$ cat config.mk
export PLATFORM = sky130hd
export DESIGN_NAME = rc_arming_failsafe_core
export DESIGN_NICKNAME = d
export VERILOG_FILES = /design/src/rtl/core/rcaf_pkg.sv /design/src/rtl/core/rc_arming_failsafe_core.sv
export SDC_FILE = /design/constraint.sdc
export NUM_CORES = 1
export LEC_CHECK = 0
export CAP_MARGIN = 20
export CORE_ASPECT_RATIO = 2
export CORE_UTILIZATION = 40
export CTS_CLUSTER_SIZE = 20
export DETAILED_ROUTE_END_ITERATION = 16
export DONT_BUFFER_PORTS = 1
export PLACE_DENSITY_LB_ADDON = 0.25
export SYNTH_ARGS = -nofsm -noshare
export SYNTH_HDL_FRONTEND = slang
export SYNTH_SLANG_ARGS = --single-unit
export TNS_END_PERCENT = 1
$ cat constraint.sdc
create_clock -name clk_i -period 7.55 [get_ports clk_i]
set_input_delay 0.3775 -clock clk_i [delete_from_list [all_inputs] [get_ports clk_i]]
set_output_delay 0.3775 -clock clk_i [all_outputs]
set_load 0.02 [all_outputs]
$ cat src/rtl/core/rcaf_pkg.sv
`timescale 1ns / 1ps
`default_nettype none
// ----------------------------------------------------------------------------
// rcaf_pkg: shared types and constants of the arming and failsafe core
// Item layouts, sequencer states, register indexes and stick thresholds.
// ----------------------------------------------------------------------------
package rcaf_pkg;

  localparam int unsigned ChW     = 11;
  localparam int unsigned InBits  = 57;
  localparam int unsigned OutBits = 68;

  typedef logic [ChW-1:0] chan_t;

  typedef enum logic [2:0] {
    ST_WAIT_LOW  = 3'd0,
    ST_WAIT_HIGH = 3'd1,
    ST_WAIT_LOW2 = 3'd2,
    ST_ARMING    = 3'd3,
    ST_ARMED     = 3'd4,
    ST_EXIT      = 3'd5
  } seq_state_e;

  typedef enum logic [2:0] {
    CFG_LOSS_TICKS  = 3'd0,
    CFG_RAMP_PERIOD = 3'd1,
    CFG_RAMP_STEP   = 3'd2,
    CFG_ARM_HOLD    = 3'd3,
    CFG_ARM_TIMEOUT = 3'd4,
    CFG_IDLE_DISARM = 3'd5,
    CFG_STALE_AGE   = 3'd6
  } cfg_idx_e;

  localparam chan_t ThrArmLow    = 11'd1200;
  localparam chan_t ThrArmHigh   = 11'd1850;
  localparam chan_t ThrArmLow2   = 11'd1150;
  localparam chan_t YawCorner    = 11'd1150;
  localparam chan_t ThrIdle      = 11'd1020;
  localparam chan_t ThrRampMin   = 11'd1030;
  localparam chan_t ThrCorner    = 11'd1050;
  localparam chan_t ThrMax       = 11'd2000;
  localparam chan_t ThrMin       = 11'd1000;
  localparam chan_t YawAutoArm   = 11'd2000;
  localparam chan_t RollNeutral  = 11'd1499;
  localparam chan_t PitchNeutral = 11'd1500;
  localparam chan_t YawNeutral   = 11'd1501;

  localparam logic [11:0] LossSat = 12'hFFF;

  // Packed with the first field in the highest bits.
  typedef struct packed {
    logic       external_lock;
    logic       motor_test_on;
    logic       test_cancel_switch;
    logic       auto_arm_switch;
    chan_t      yaw_in;
    chan_t      pitch_in;
    chan_t      roll_in;
    chan_t      throttle_in;
    logic       wifi_fresh;
    logic [7:0] link_age;
  } in_item_t;

  typedef struct packed {
    logic        warn_blink;
    logic        arm_event;
    logic        radio_reset;
    logic [15:0] loss_events;
    chan_t       yaw_out;
    chan_t       pitch_out;
    chan_t       roll_out;
    chan_t       throttle_out;
    logic        failsafe_on;
    logic [2:0]  arm_step;
    logic        armed;
  } out_item_t;

endpackage
`default_nettype wire

$ cat src/rtl/core/rc_arming_failsafe_core.sv
`timescale 1ns / 1ps
`default_nettype none
// ----------------------------------------------------------------------------
// rc_arming_failsafe_core: arming sequencer and radio link failsafe
// Holds the stick channels, runs the arming sequence and the link-loss
// descent, one control tick per item.
// ----------------------------------------------------------------------------
// Each input item is one control tick. It is taken into an input register,
// the whole tick update runs combinationally from there into the result
// register, so one item is accepted every clock unless the output stalls,
// and its result is offered from the result register. The rate is set by
// the single state update per tick. Configuration registers may only be
// written while no item is in flight; register indexes above six are ignored.
module rc_arming_failsafe_core (
  input  wire logic        clk_i,
  input  wire logic        rst_ni,
  input  wire logic        cfg_we_i,
  input  wire logic [2:0]  cfg_addr_i,
  input  wire logic [11:0] cfg_wdata_i,
  input  wire logic        s_axis_tvalid,
  output logic             s_axis_tready,
  // link_age, wifi_fresh, throttle_in, roll_in, pitch_in, yaw_in,
  // auto_arm_switch, test_cancel_switch, motor_test_on, external_lock
  input  wire logic [63:0] s_axis_tdata,
  output logic             m_axis_tvalid,
  input  wire logic        m_axis_tready,
  // armed, arm_step, failsafe_on, throttle_out, roll_out, pitch_out, yaw_out,
  // loss_events, radio_reset, arm_event, warn_blink
  output logic [71:0]      m_axis_tdata
);

  logic [11:0] loss_ticks_q, idle_disarm_q;
  logic [9:0]  ramp_period_q, arm_timeout_q;
  logic [7:0]  ramp_step_q, arm_hold_q, stale_age_q;

  rcaf_pkg::seq_state_e seq_q, seq_d, prev_q, prev_d;
  logic                 unlocked_q, unlocked_d;
  logic [7:0]           hold_q, hold_d;
  logic [9:0]           timeout_q, timeout_d;
  logic [11:0]          idle_q, idle_d;
  logic [11:0]          loss_q, loss_d;
  logic [9:0]           ramp_q, ramp_d;
  rcaf_pkg::chan_t      thr_q, thr_d, roll_q, roll_d, pitch_q, pitch_d, yaw_q, yaw_d;
  logic [15:0]          total_q, total_d;

  rcaf_pkg::in_item_t  in_q;
  logic                in_valid_q;
  rcaf_pkg::out_item_t out_q, out_d;
  logic                out_valid_q;
  logic                move;

  assign move          = in_valid_q && (!out_valid_q || m_axis_tready);
  assign s_axis_tready = !in_valid_q || move;
  assign m_axis_tvalid = out_valid_q;
  assign m_axis_tdata  = {4'b0000, out_q};

  always_ff @(posedge clk_i or negedge rst_ni) begin
    if (!rst_ni) begin
      loss_ticks_q  <= 12'd500;
      ramp_period_q <= 10'd100;
      ramp_step_q   <= 8'd20;
      arm_hold_q    <= 8'd5;
      arm_timeout_q <= 10'd310;
      idle_disarm_q <= 12'd700;
      stale_age_q   <= 8'd10;
    end else if (cfg_we_i) begin
      unique case (rcaf_pkg::cfg_idx_e'(cfg_addr_i))
        rcaf_pkg::CFG_LOSS_TICKS:  loss_ticks_q  <= cfg_wdata_i;
        rcaf_pkg::CFG_RAMP_PERIOD: ramp_period_q <= cfg_wdata_i[9:0];
        rcaf_pkg::CFG_RAMP_STEP:   ramp_step_q   <= cfg_wdata_i[7:0];
        rcaf_pkg::CFG_ARM_HOLD:    arm_hold_q    <= cfg_wdata_i[7:0];
        rcaf_pkg::CFG_ARM_TIMEOUT: arm_timeout_q <= cfg_wdata_i[9:0];
        rcaf_pkg::CFG_IDLE_DISARM: idle_disarm_q <= cfg_wdata_i;
        rcaf_pkg::CFG_STALE_AGE:   stale_age_q   <= cfg_wdata_i[7:0];
        default: ;
      endcase
    end
  end

  always_ff @(posedge clk_i or negedge rst_ni) begin
    if (!rst_ni) begin
      in_valid_q  <= 1'b0;
      out_valid_q <= 1'b0;
    end else begin
      if (s_axis_tready) begin
        in_valid_q <= s_axis_tvalid;
      end
      out_valid_q <= move || (out_valid_q && !m_axis_tready);
    end
  end

  always_ff @(posedge clk_i) begin
    if (s_axis_tvalid && s_axis_tready) begin
      in_q <= rcaf_pkg::in_item_t'(s_axis_tdata[rcaf_pkg::InBits-1:0]);
    end
    if (move) begin
      out_q <= out_d;
    end
  end

  always_ff @(posedge clk_i or negedge rst_ni) begin
    if (!rst_ni) begin
      seq_q      <= rcaf_pkg::ST_WAIT_LOW;
      prev_q     <= rcaf_pkg::ST_WAIT_LOW;
      unlocked_q <= 1'b0;
      hold_q     <= '0;
      timeout_q  <= '0;
      idle_q     <= '0;
      loss_q     <= '0;
      ramp_q     <= '0;
      thr_q      <= '0;
      roll_q     <= '0;
      pitch_q    <= '0;
      yaw_q      <= '0;
      total_q    <= '0;
    end else if (move) begin
      seq_q      <= seq_d;
      prev_q     <= prev_d;
      unlocked_q <= unlocked_d;
      hold_q     <= hold_d;
      timeout_q  <= timeout_d;
      idle_q     <= idle_d;
      loss_q     <= loss_d;
      ramp_q     <= ramp_d;
      thr_q      <= thr_d;
      roll_q     <= roll_d;
      pitch_q    <= pitch_d;
      yaw_q      <= yaw_d;
      total_q    <= total_d;
    end
  end

  always_comb begin
    logic            fresh;
    logic            fs_on;
    logic            radio_rst;
    logic            arm_ev;
    logic            blink;
    rcaf_pkg::chan_t thr;

    fresh      = (in_q.link_age == 8'd1) || in_q.wifi_fresh;
    fs_on      = 1'b0;
    radio_rst  = 1'b0;
    arm_ev     = 1'b0;
    blink      = 1'b0;
    thr        = '0;
    seq_d      = seq_q;
    prev_d     = prev_q;
    unlocked_d = unlocked_q && !in_q.external_lock;
    hold_d     = hold_q;
    timeout_d  = timeout_q;
    idle_d     = idle_q;
    loss_d     = loss_q;
    ramp_d     = ramp_q;
    total_d    = total_q;
    thr_d      = fresh ? in_q.throttle_in : thr_q;
    roll_d     = fresh ? in_q.roll_in     : roll_q;
    pitch_d    = fresh ? in_q.pitch_in    : pitch_q;
    yaw_d      = fresh ? in_q.yaw_in      : yaw_q;

    // A stale link restarts a sequence that has not armed yet.
    if ((in_q.link_age > stale_age_q) && !unlocked_d) begin
      seq_d = rcaf_pkg::ST_EXIT;
      if (prev_q != rcaf_pkg::ST_EXIT) begin
        blink = 1'b1;
      end
    end
    prev_d = seq_d;

    if (in_q.link_age == 8'd1) begin
      if ((thr_d < rcaf_pkg::ThrCorner) && (yaw_d < rcaf_pkg::YawCorner) && unlocked_d) begin
        seq_d = rcaf_pkg::ST_EXIT;
      end
      if (in_q.auto_arm_switch && (thr_d == rcaf_pkg::ThrMin) &&
          (yaw_d == rcaf_pkg::YawAutoArm)) begin
        seq_d = rcaf_pkg::ST_ARMING;
      end
      unique case (seq_d)
        rcaf_pkg::ST_WAIT_LOW: begin
          if (thr_d < rcaf_pkg::ThrArmLow) begin
            seq_d = rcaf_pkg::ST_WAIT_HIGH;
          end
        end
        rcaf_pkg::ST_WAIT_HIGH: begin
          if (thr_d > rcaf_pkg::ThrArmHigh) begin
            hold_d = hold_q + 8'd1;
            if (hold_d > arm_hold_q) begin
              hold_d = '0;
              seq_d  = rcaf_pkg::ST_WAIT_LOW2;
            end
          end
        end
        rcaf_pkg::ST_WAIT_LOW2: begin
          if (thr_d < rcaf_pkg::ThrArmLow2) begin
            if (in_q.test_cancel_switch && in_q.motor_test_on) begin
              seq_d = rcaf_pkg::ST_EXIT;
            end else begin
              seq_d = rcaf_pkg::ST_ARMING;
            end
          end else begin
            timeout_d = timeout_q + 10'd1;
            if (timeout_d > arm_timeout_q) begin
              timeout_d = '0;
              seq_d     = rcaf_pkg::ST_EXIT;
              blink     = 1'b1;
            end
          end
        end
        rcaf_pkg::ST_ARMING: begin
          unlocked_d = 1'b1;
          seq_d      = rcaf_pkg::ST_ARMED;
          arm_ev     = 1'b1;
        end
        rcaf_pkg::ST_ARMED: begin
          if (thr_d < rcaf_pkg::ThrIdle) begin
            idle_d = idle_q + 12'd1;
            if (idle_q > idle_disarm_q) begin
              seq_d = rcaf_pkg::ST_EXIT;
            end
          end else begin
            idle_d = '0;
          end
          if (!unlocked_d) begin
            seq_d = rcaf_pkg::ST_EXIT;
          end
        end
        rcaf_pkg::ST_EXIT: begin
          prev_d     = rcaf_pkg::ST_EXIT;
          idle_d     = '0;
          unlocked_d = 1'b0;
          seq_d      = rcaf_pkg::ST_WAIT_LOW;
        end
        default: begin
          seq_d = rcaf_pkg::ST_EXIT;
        end
      endcase
    end

    if (fresh) begin
      loss_d = '0;
    end else begin
      if (loss_q < rcaf_pkg::LossSat) begin
        loss_d = loss_q + 12'd1;
      end
      if (loss_d > loss_ticks_q) begin
        fs_on   = 1'b1;
        total_d = total_q + 16'd1;
        roll_d  = rcaf_pkg::RollNeutral;
        pitch_d = rcaf_pkg::PitchNeutral;
        yaw_d   = rcaf_pkg::YawNeutral;
        thr     = thr_d;
        if ((thr < rcaf_pkg::ThrRampMin) || !unlocked_d) begin
          loss_d     = '0;
          thr        = rcaf_pkg::ThrMin;
          unlocked_d = 1'b0;
          radio_rst  = 1'b1;
        end else begin
          loss_d = loss_ticks_q;
          ramp_d = ramp_q + 10'd1;
          if (ramp_q > ramp_period_q) begin
            ramp_d = '0;
            thr    = thr - {3'b000, ramp_step_q};
          end
        end
        if (thr < rcaf_pkg::ThrMin) begin
          thr = rcaf_pkg::ThrMin;
        end
        if (thr > rcaf_pkg::ThrMax) begin
          thr = rcaf_pkg::ThrMax;
        end
        thr_d = thr;
      end
    end

    out_d.armed        = unlocked_d;
    out_d.arm_step     = seq_d;
    out_d.failsafe_on  = fs_on;
    out_d.throttle_out = thr_d;
    out_d.roll_out     = roll_d;
    out_d.pitch_out    = pitch_d;
    out_d.yaw_out      = yaw_d;
    out_d.loss_events  = total_d;
    out_d.radio_reset  = radio_rst;
    out_d.arm_event    = arm_ev;
    out_d.warn_blink   = blink;
  end

endmodule
`default_nettype wire

## Word level (Yosys, flattened, before mapping)

Index checks and enable logic that the tools add are counted.

- Reduce and logical (&&, ||, !) cells: 36
- Magnitude comparators: 16
- Add/subtract/negate cells: 7
- Eq/ne operators: 15
- Mux-type cells: 63
- Bitwise gates (word level): 4

Operators by type and width:

| operator | number |
|---|---|
| 2-to-1 mux 11 bit | 20 |
| 2-to-1 mux 12 bit | 6 |
| less-than comparator 11 bit (second input constant) | 5 |
| 2-to-1 mux 3 bit | 16 |
| 2-to-1 mux 16 bit | 2 |
| adder 12 x 1 -> 12 bit (second input constant) | 2 |
| greater-than comparator 12 bit | 2 |
| case mux 12 bit (2 select lines) | 1 |
| greater-than comparator 11 bit (second input constant) | 2 |
| less-than comparator 11 x 10 -> 1 bit (second input constant) | 2 |
| adder 10 x 1 -> 10 bit (second input constant) | 2 |
| greater-than comparator 10 bit | 2 |
| 2-to-1 mux 10 bit | 2 |
| case mux 3 bit (6 select lines) | 1 |
| adder 16 x 1 -> 16 bit (second input constant) | 1 |
| greater-than comparator 8 bit | 2 |
| == test 3 bit (second input constant) | 5 |
| AND reduction 2 bit | 7 |
| 2-to-1 mux 1 bit | 13 |
| == test 3 x 2 -> 1 bit (second input constant) | 4 |
| less-than comparator 12 bit (second input constant) | 1 |
| AND reduction 4 bit | 3 |
| == test 11 x 10 -> 1 bit (second input constant) | 1 |
| == test 11 bit (second input constant) | 1 |
| 15 further kinds | 38 |

- Output and inout port bits: 74
- Input port bits: 84
- Flip-flop bits (word level): 314
- Word-level logic and storage cells: 184

## Logic depth before layout (Yosys ltp)

Gate-level depths: netlist of run 1.

- Depth after elaboration: 25
- Depth in mapped cells: 19
- Mapped depth without buffers: 19

## Worst setup path before layout of run 1

No wires, ideal clock.

- Path kind: flip-flop to flip-flop
- Start: register in_q[7] in the netlist's numbering
- End: register out_q (netlist bit m_axis_tdata[7]), data pin
- Setup slack: 3.468 ns
- Data arrival time: 3.814 ns
- Setup time: 0.268 ns
- Stages on the path, launching flop included: 18
- Period minus slack after synthesis: 4.082 ns
- Required time: 7.282 ns
- Path buffers: 2
- Cells stage by stage: edfxtp_1 -> nor4b_4 -> a21o_2 -> buf_6 -> buf_2 -> and2_1 -> a21oi_1 -> ha_1 -> fa_1 -> nor2b_1 -> o31a_1 -> nor3_1 -> o31a_1 -> nand4_1 -> o2111ai_1 -> or3_1 -> o221ai_2 -> o21ai_0

RTL lines:

| element | line | text |
|---|---|---|
| start: declaration | rc_arming_failsafe_core.sv:46 | `rcaf_pkg::in_item_t in_q;` |
| start signal: assignment | rc_arming_failsafe_core.sv:94 | `in_q <= rcaf_pkg::in_item_t'(s_axis_tdata[rcaf_pkg::InBits-1:0]);` |
| end signal: assignment | rc_arming_failsafe_core.sv:97 | `out_q <= out_d;` |
| end: declaration | rc_arming_failsafe_core.sv:48 | `rcaf_pkg::out_item_t out_q, out_d;` |

==> flow_metrics.py, run 1 <==
metrics = {
    "yosys": {
        "avgSynthCellArea_um2": 10.7,
        "synth_compound_area_share_pct": 12.6,
        "seq_area_frac_synth_pct": 53.3,
        "synth_flop_cell": "dfrtp_1",
        "synthMuxAreaShare_pct": 6.54,
        "synth_top_area_share_pct": 25.5,
        "ys_ff_latch": 314,
        "synth_edf_count": 125,
        "synth-xor-area-share_pct": 3.07,
        "yosys_warnings": 0,
        "synth_cell_type_count": 84,
        "ys_async_sr_fraction_pct": 60.2,
        "synth_top_family_by_area": "simple AND/OR/NAND/NOR gates",
        "synth_area_leader_cell": "dfrtp_1",
        "synthesis.instances": 1497,
        "yosys.area_share.simple_pct": 14.9,
        "netlist_top_cells_area": "dfrtp_1 (26%), edfxtp_1 (23%), ha_1 (5.7%), mux2_2 (5.1%), nand2_1 (4.6%)",
        "synth_fa_ha_area_share_pct": 5.84,
        "synth_area_um2": 16000,
    },
    "routing": {
        "routed_wl_um": 41400,
        "vias_per_cell": 5.50,
        "route.detailed.drc": 0,
        "ant_nets": 0,
        "dr_total_vias": 11600,
        "drt_first_pass_iters": 5,
        "wl_per_cell_um": 19.6,
        "drt_iter0_drc": 737,
    },
    "sta": {
        "report.final.slew_viol_count": 0,
        "min_period_over_period_pct": 67.9,
        "slew_headroom_pct": 26.1,
        "hold_viol_final": 0,
        "finalWorstSetupSlack_ps": 2420,
        "rsz0062_at_grt": "false",
        "worstMarginPinSlew_ps": 1110,
        "setup_violations": 0,
        "period_minus_slack_ps": 5130,
        "fin_setup_tns_ps": 0,
        "fmax_mhz": 195,
        "clock_skew_ps": 31.0,
    },
    "setup_path": {
        "r2r_end": "m_axis_tdata[6]",
        "reg2reg_slack_ps": 2420,
        "required_ps": 7830,
        "crit_path_start": "in_q[1]",
        "cp.arrival_ps": 5410,
        "regToRegStartpoint": "in_q[1]",
        "path_class": "reg2reg",
        "start_kind": "flip-flop",
        "crit_path_max_fanout": 25,
        "ff2ff_path_depth": 13,
        "critPathCaptureType": "flip-flop",
    },
    "layout": {
        "areaGrowthSynthToFinish_pct": 14.5,
        "fin_area_um2": 18300,
        "multi_input_area_um2": 6920,
        "nFillCells": 3678,
        "final_layout_size_suffix_gt1_share_pct": 12.5,
        "seq_area_um2": 8520,
        "finalNonFillerCells": 2113,
        "fin_nets": 1720,
    },
    "die": {
        "core_um2": 39400,
        "rows": 103,
        "start_util_pct": 40.6,
        "io_pins": 158,
        "die_x_um": 143,
        "die_h_um": 285,
        "die_area_um2": 40800,
    },
    "grt": {
        "track_usage_pct": 20.8,
        "grt_pass1_vias": 11900,
        "overflow": 0,
        "antenna_found_initial": 2,
        "grt_pass1_wl_um": 65800,
        "grt_max_degree": 190,
    },
    "cts": {
        "path_clk_slew_ps": 70,
        "cts-root-buf": "clkbuf_16",
        "clk_latency_ps": 590,
        "cts_tree": "yes",
        "cts_setup_buffers": 0,
        "cts_buffers": 30,
        "cts_sinks": 314,
        "cts_max_path_buffers": 3,
        "htree_levels": 1,
    },
    "placement": {
        "dp_slack_ps": 2500,
        "portBuffers": 0,
        "dpl.cell_count": 1981,
        "dp_hpwl_um": 28700,
        "place_area_um2": 16500,
        "place.gp.congestion": 0.908,
    },
    "pwr": {
        "vdd_drop_max_v": 0.000165,
        "leakagePower_nw": 7.55,
        "p_total_mw": 4.52,
        "p_per_area_nw_per_um2": 247,
    },
    "worst_hold_path": {
        "worstHoldPathCells": 4,
        "hp-class": "in2reg",
        "min_to": "ramp_step_q[4]",
        "hp-start": "cfg_addr_i[0]",
    },
    "status": {
        "status": "complete, no violations",
    },
    "run": {
        "max_cap_violations": 0,
    },
}
==> sequential cells by signal (all words and copies together), names as in the netlist, 12 cells and up <==
register / flops
idle_disarm_q: 12
idle_q: 12
in_q: 57
loss_q: 12
loss_ticks_q: 12
m_axis_tdata: 68
total_q: 16
==> cells in the mapped netlist (30+ instances only) <==
cell	count
o21ai_0	129
edfxtp_1	125
inv_1	89
clkbuf_1	42
dfrtp_1	163
nand3_1	38
nor2_1	102
xnor2_1	30
ha_1	73
nand2_1	198
mux2_2	72
a21oi_1	53
==> metrics by stage <==
| step | hold slack, ps | utilization [%] |
|---|---|---|
| detailed placement | 90.7 | 41.9 |
| CTS | 126 | 46.4 |
| global route | 162 | 46.4 |
| finish | 143 | 46.4 |
| floorplan | 81.9 | - |
| global placement | 90.9 | 41.9 |
==> worst max-delay path, stage by stage, from the launching register on <==
cell and delay (ps):
edfxtp_1 490, nor4b_4 420, a21o_2 610, mux2i_1 590, inv_1 140, ha_1 270
or2_2 300, o22ai_1 280, nor3_1 70, or4b_1 600, o311ai_4 360, nor4_1 140
o221ai_2 360, o22ai_1 180
==> cell type report <==
class                      count  area share [%]
clock buffer                  39            4.48
tap                          525            3.59
sequential                   314            46.5
clock inverter                17            1.11
multi-input combinational   1039            37.8
inverter                      91            1.88
timing repair buffer          86            4.62
antenna                        2          0.0273
==> how the worst max path moves through the flow <==
stage / to / cells past startpoint / slack (ps)
global route: m_axis_tdata[58] / 20 / 2080
floorplan: m_axis_tdata[7] / 17 / 3470
finish: m_axis_tdata[6] / 13 / 2420
global placement: m_axis_tdata[6] / 14 / 2580
detailed placement: m_axis_tdata[6] / 14 / 2500
CTS: m_axis_tdata[6] / 14 / 2450
==> power by group <==
group | leakage [nW] | internal [mW] | switching (mW)
logic | 3.55 | 0.310 | 0.433
clock network | 0.504 | 0.905 | 0.676
registers | 3.50 | 2.02 | 0.174
==> repair_timing <==
item	in CTS	in global routing
hold endpoints to repair	316	0
resized for setup	0	0
hold buffers	73	0
==> layout by cell type (no fill, tap or decap), drive strengths merged, types with 22 or more instances in the layout <==
cell type / count
nand2: 200
dfrtp: 163
o21ai: 130
edfxtp: 125
nor2: 103
inv: 92
ha: 73
mux2: 73
dlygate4sd3: 72
a21oi: 55
clkbuf: 39
nand3: 38
xnor2: 30
xor2: 26
dfstp: 26
nand4: 25
nor3: 23
mux2i: 22
==> routing by layer <==
metal / vias to the layer above / part of all wire [%] / track usage, %
met2: 334 / 55 / 39.6
met5: - / 0 / 0
met1: 5722 / 37 / 22.3
met4: 0 / 4.0 / 8.78
li1: 5474 / - / -
met3: 99 / 4.5 / 2.87
==> cell families (layout without fill, tap and decap cells) <==
| logic type | after synthesis | after routing |
|---|---|---|
| compound gates | 315 | 315 |
| xor+xnor | 56 | 56 |
| fa+ha+maj | 74 | 74 |
| buf+inv | 147 | 233 |
| flops | 314 | 314 |
| mux | 95 | 95 |
| other cells | 1 | 6 |
| simple gates | 495 | 495 |
Power figures use the tool's default switching activity.
==> run 2, diff against run 1 <==
==> constraint.sdc (replaced) <==
create_clock -name clk_i -period 5.3 [get_ports clk_i]
set_input_delay 0.265 -clock clk_i [delete_from_list [all_inputs] [get_ports clk_i]]
set_output_delay 0.265 -clock clk_i [all_outputs]
set_load 0.02 [all_outputs]
==> flow_metrics.py, run 2 (same netlist as run 1, synthesis figures left out) <==
metrics = {
    "cts": {
        "cts_setup_buffers": 0,
        "cts_sinks": 314,
        "cts_tree": "yes",
        "path_clk_slew_ps": 70,
        "clk_latency_ps": 600,
        "cts_max_path_buffers": 3,
        "cts-root-buf": "clkbuf_16",
        "htree_levels": 1,
        "cts_buffers": 30,
    },
    "layout": {
        "final_util_pct": 46.6,
        "mostFrequentLayoutCells": "nand2_1 (197), dfrtp_1 (163), o21ai_0 (129), edfxtp_1 (125), nor2_1 (101)",
        "final_common_cell": "nand2_1",
        "final_layout_size_suffix_gt1_share_pct": 12.7,
        "largest_register_ff_count": 68,
        "areaGrowthSynthToFinish_pct": 14.9,
        "fin_area_um2": 18400,
        "finalNonFillerCells": 2123,
        "fin_nets": 1730,
        "nFillCells": 3695,
    },
    "pwr": {
        "p_sw_share_pct": 28.6,
        "p_switching_mw": 1.83,
        "clock_power_share_pct": 34.6,
        "pwr-share-comb_pct": 16.6,
        "p_per_area_nw_per_um2": 349,
        "vdd_drop_max_v": 0.000231,
        "intPower_mw": 4.57,
        "p_total_mw": 6.41,
        "leakagePower_nw": 7.58,
        "seq_power_share_pct": 48.7,
    },
    "routing": {
        "dr_total_vias": 11600,
        "route.detailed.drc": 0,
        "drt_iter0_drc": 625,
        "routed_wl_um": 41700,
        "drt_first_pass_iters": 5,
        "vias_per_cell": 5.46,
        "wl_per_cell_um": 19.7,
        "ant_nets": 0,
    },
    "grt": {
        "grt_pass1_wl_um": 65900,
        "track_usage_pct": 21.0,
        "overflow": 0,
        "grt_max_degree": 190,
        "antenna_found_initial": 4,
        "grt_pass1_vias": 11900,
    },
    "die": {
        "core_um2": 39400,
        "start_util_pct": 40.6,
        "die_h_um": 285,
        "io_pins": 158,
        "rows": 103,
        "die_area_um2": 40800,
        "die_x_um": 143,
    },
    "status": {
        "status": "complete, no violations",
    },
    "setup_path": {
        "critPathCaptureType": "flip-flop",
        "required_ps": 5600,
        "crit_path_max_fanout": 14,
        "start_kind": "flip-flop",
        "path_class": "reg2reg",
        "cp.arrival_ps": 5120,
    },
    "sta": {
        "min_period_over_period_pct": 90.9,
        "fmax_mhz": 208,
        "hold_viol_final": 0,
        "clock_skew_ps": 42.1,
        "worstMarginPinSlew_ps": 1020,
        "setup_violations": 0,
        "report.final.slew_viol_count": 0,
        "whs_ps": 33.5,
        "slew_headroom_pct": 32.2,
        "fin_setup_tns_ps": 0,
        "rsz0062_at_grt": "false",
        "period_minus_slack_ps": 4820,
        "finalWorstSetupSlack_ps": 482,
    },
    "placement": {
        "portBuffers": 0,
        "dpl.cell_count": 1988,
        "dp_hpwl_um": 29000,
        "place.gp.congestion": 0.914,
        "dp_slack_ps": 538,
        "place_area_um2": 16600,
    },
    "worst_hold_path": {
        "hp-class": "in2reg",
    },
    "run": {
        "max_cap_violations": 0,
    },
}
[run 2: changes by cell type in the layout (fill, tap and decap cells not counted), sizes merged]
cell and delta:
dlygate4sd3 +3, diode +1, buf +7, inv +1, clkinv -1, clkbuf -1
[run 2: path summary, 6_finish.rpt]
kind	cells after the start	slack (ps)	to	from
setup / recovery	14	480	m_axis_tdata[7]	in_q[7]
hold / removal	4	30	arm_timeout_q[1]	cfg_addr_i[1]
setup reg to reg	14	480	m_axis_tdata[7]	in_q[7]
min in group asynchronous	2	370	hold_q[5]	rst_ni
max in group asynchronous	2	4110	total_q[10]	rst_ni
hold reg to reg	1	480	idle_q[11]	idle_q[11]
[run 2: cell type report]
class	count	area, µm²	area share, %
diodes	3	7.51	0.0409
clock buffers	38	791	4.31
clock inverters	17	203	1.10
inverters	91	344	1.87
multi-input cells	1039	6920	37.7
flip-flops and latches	314	8520	46.4
well taps	525	657	3.58
repair buffers	96	928	5.05
[run 2: power groups by stage]
stage | Clock, mW | Sequential (mW) | Combinational [mW]
2_1_floorplan | 0 | 3.10 | 0.763
3_3_place_gp | 0 | 3.16 | 0.938
3_5_place_dp | 0 | 3.17 | 0.971
4_1_cts | 2.28 | 3.12 | 1.07
5_1_grt | 2.37 | 3.15 | 1.21
6_report | 2.22 | 3.12 | 1.07
[run 2: repair_timing]
| item | in CTS | in global routing |
|---|---|---|
| resized for setup | 0 | 0 |
| hold endpoints to repair | 316 | 0 |
| hold buffers | 76 | 0 |
[run 2: routing by layer]
metal	vias up	part of all wire (%)	GRT usage (%)
li1	5497	-	-
met1	5715	37	22.4
met2	274	55	39.6
met3	95	3.9	3.04
met4	2	4.6	9.63
met5	-	0.026	0
[run 2: critical path, cell delays in order, from the launching register on]
cell and delay [ps]:
edfxtp_1 470, nor4b_4 490, a21o_2 430, mux2i_1 360, inv_1 200, ha_1 360, o21a_1 120, o31a_1 130
o22ai_1 270, nor3_1 70, or4b_1 600, o311ai_4 340, nor4_1 140, o221ai_2 350, o21ai_0 160
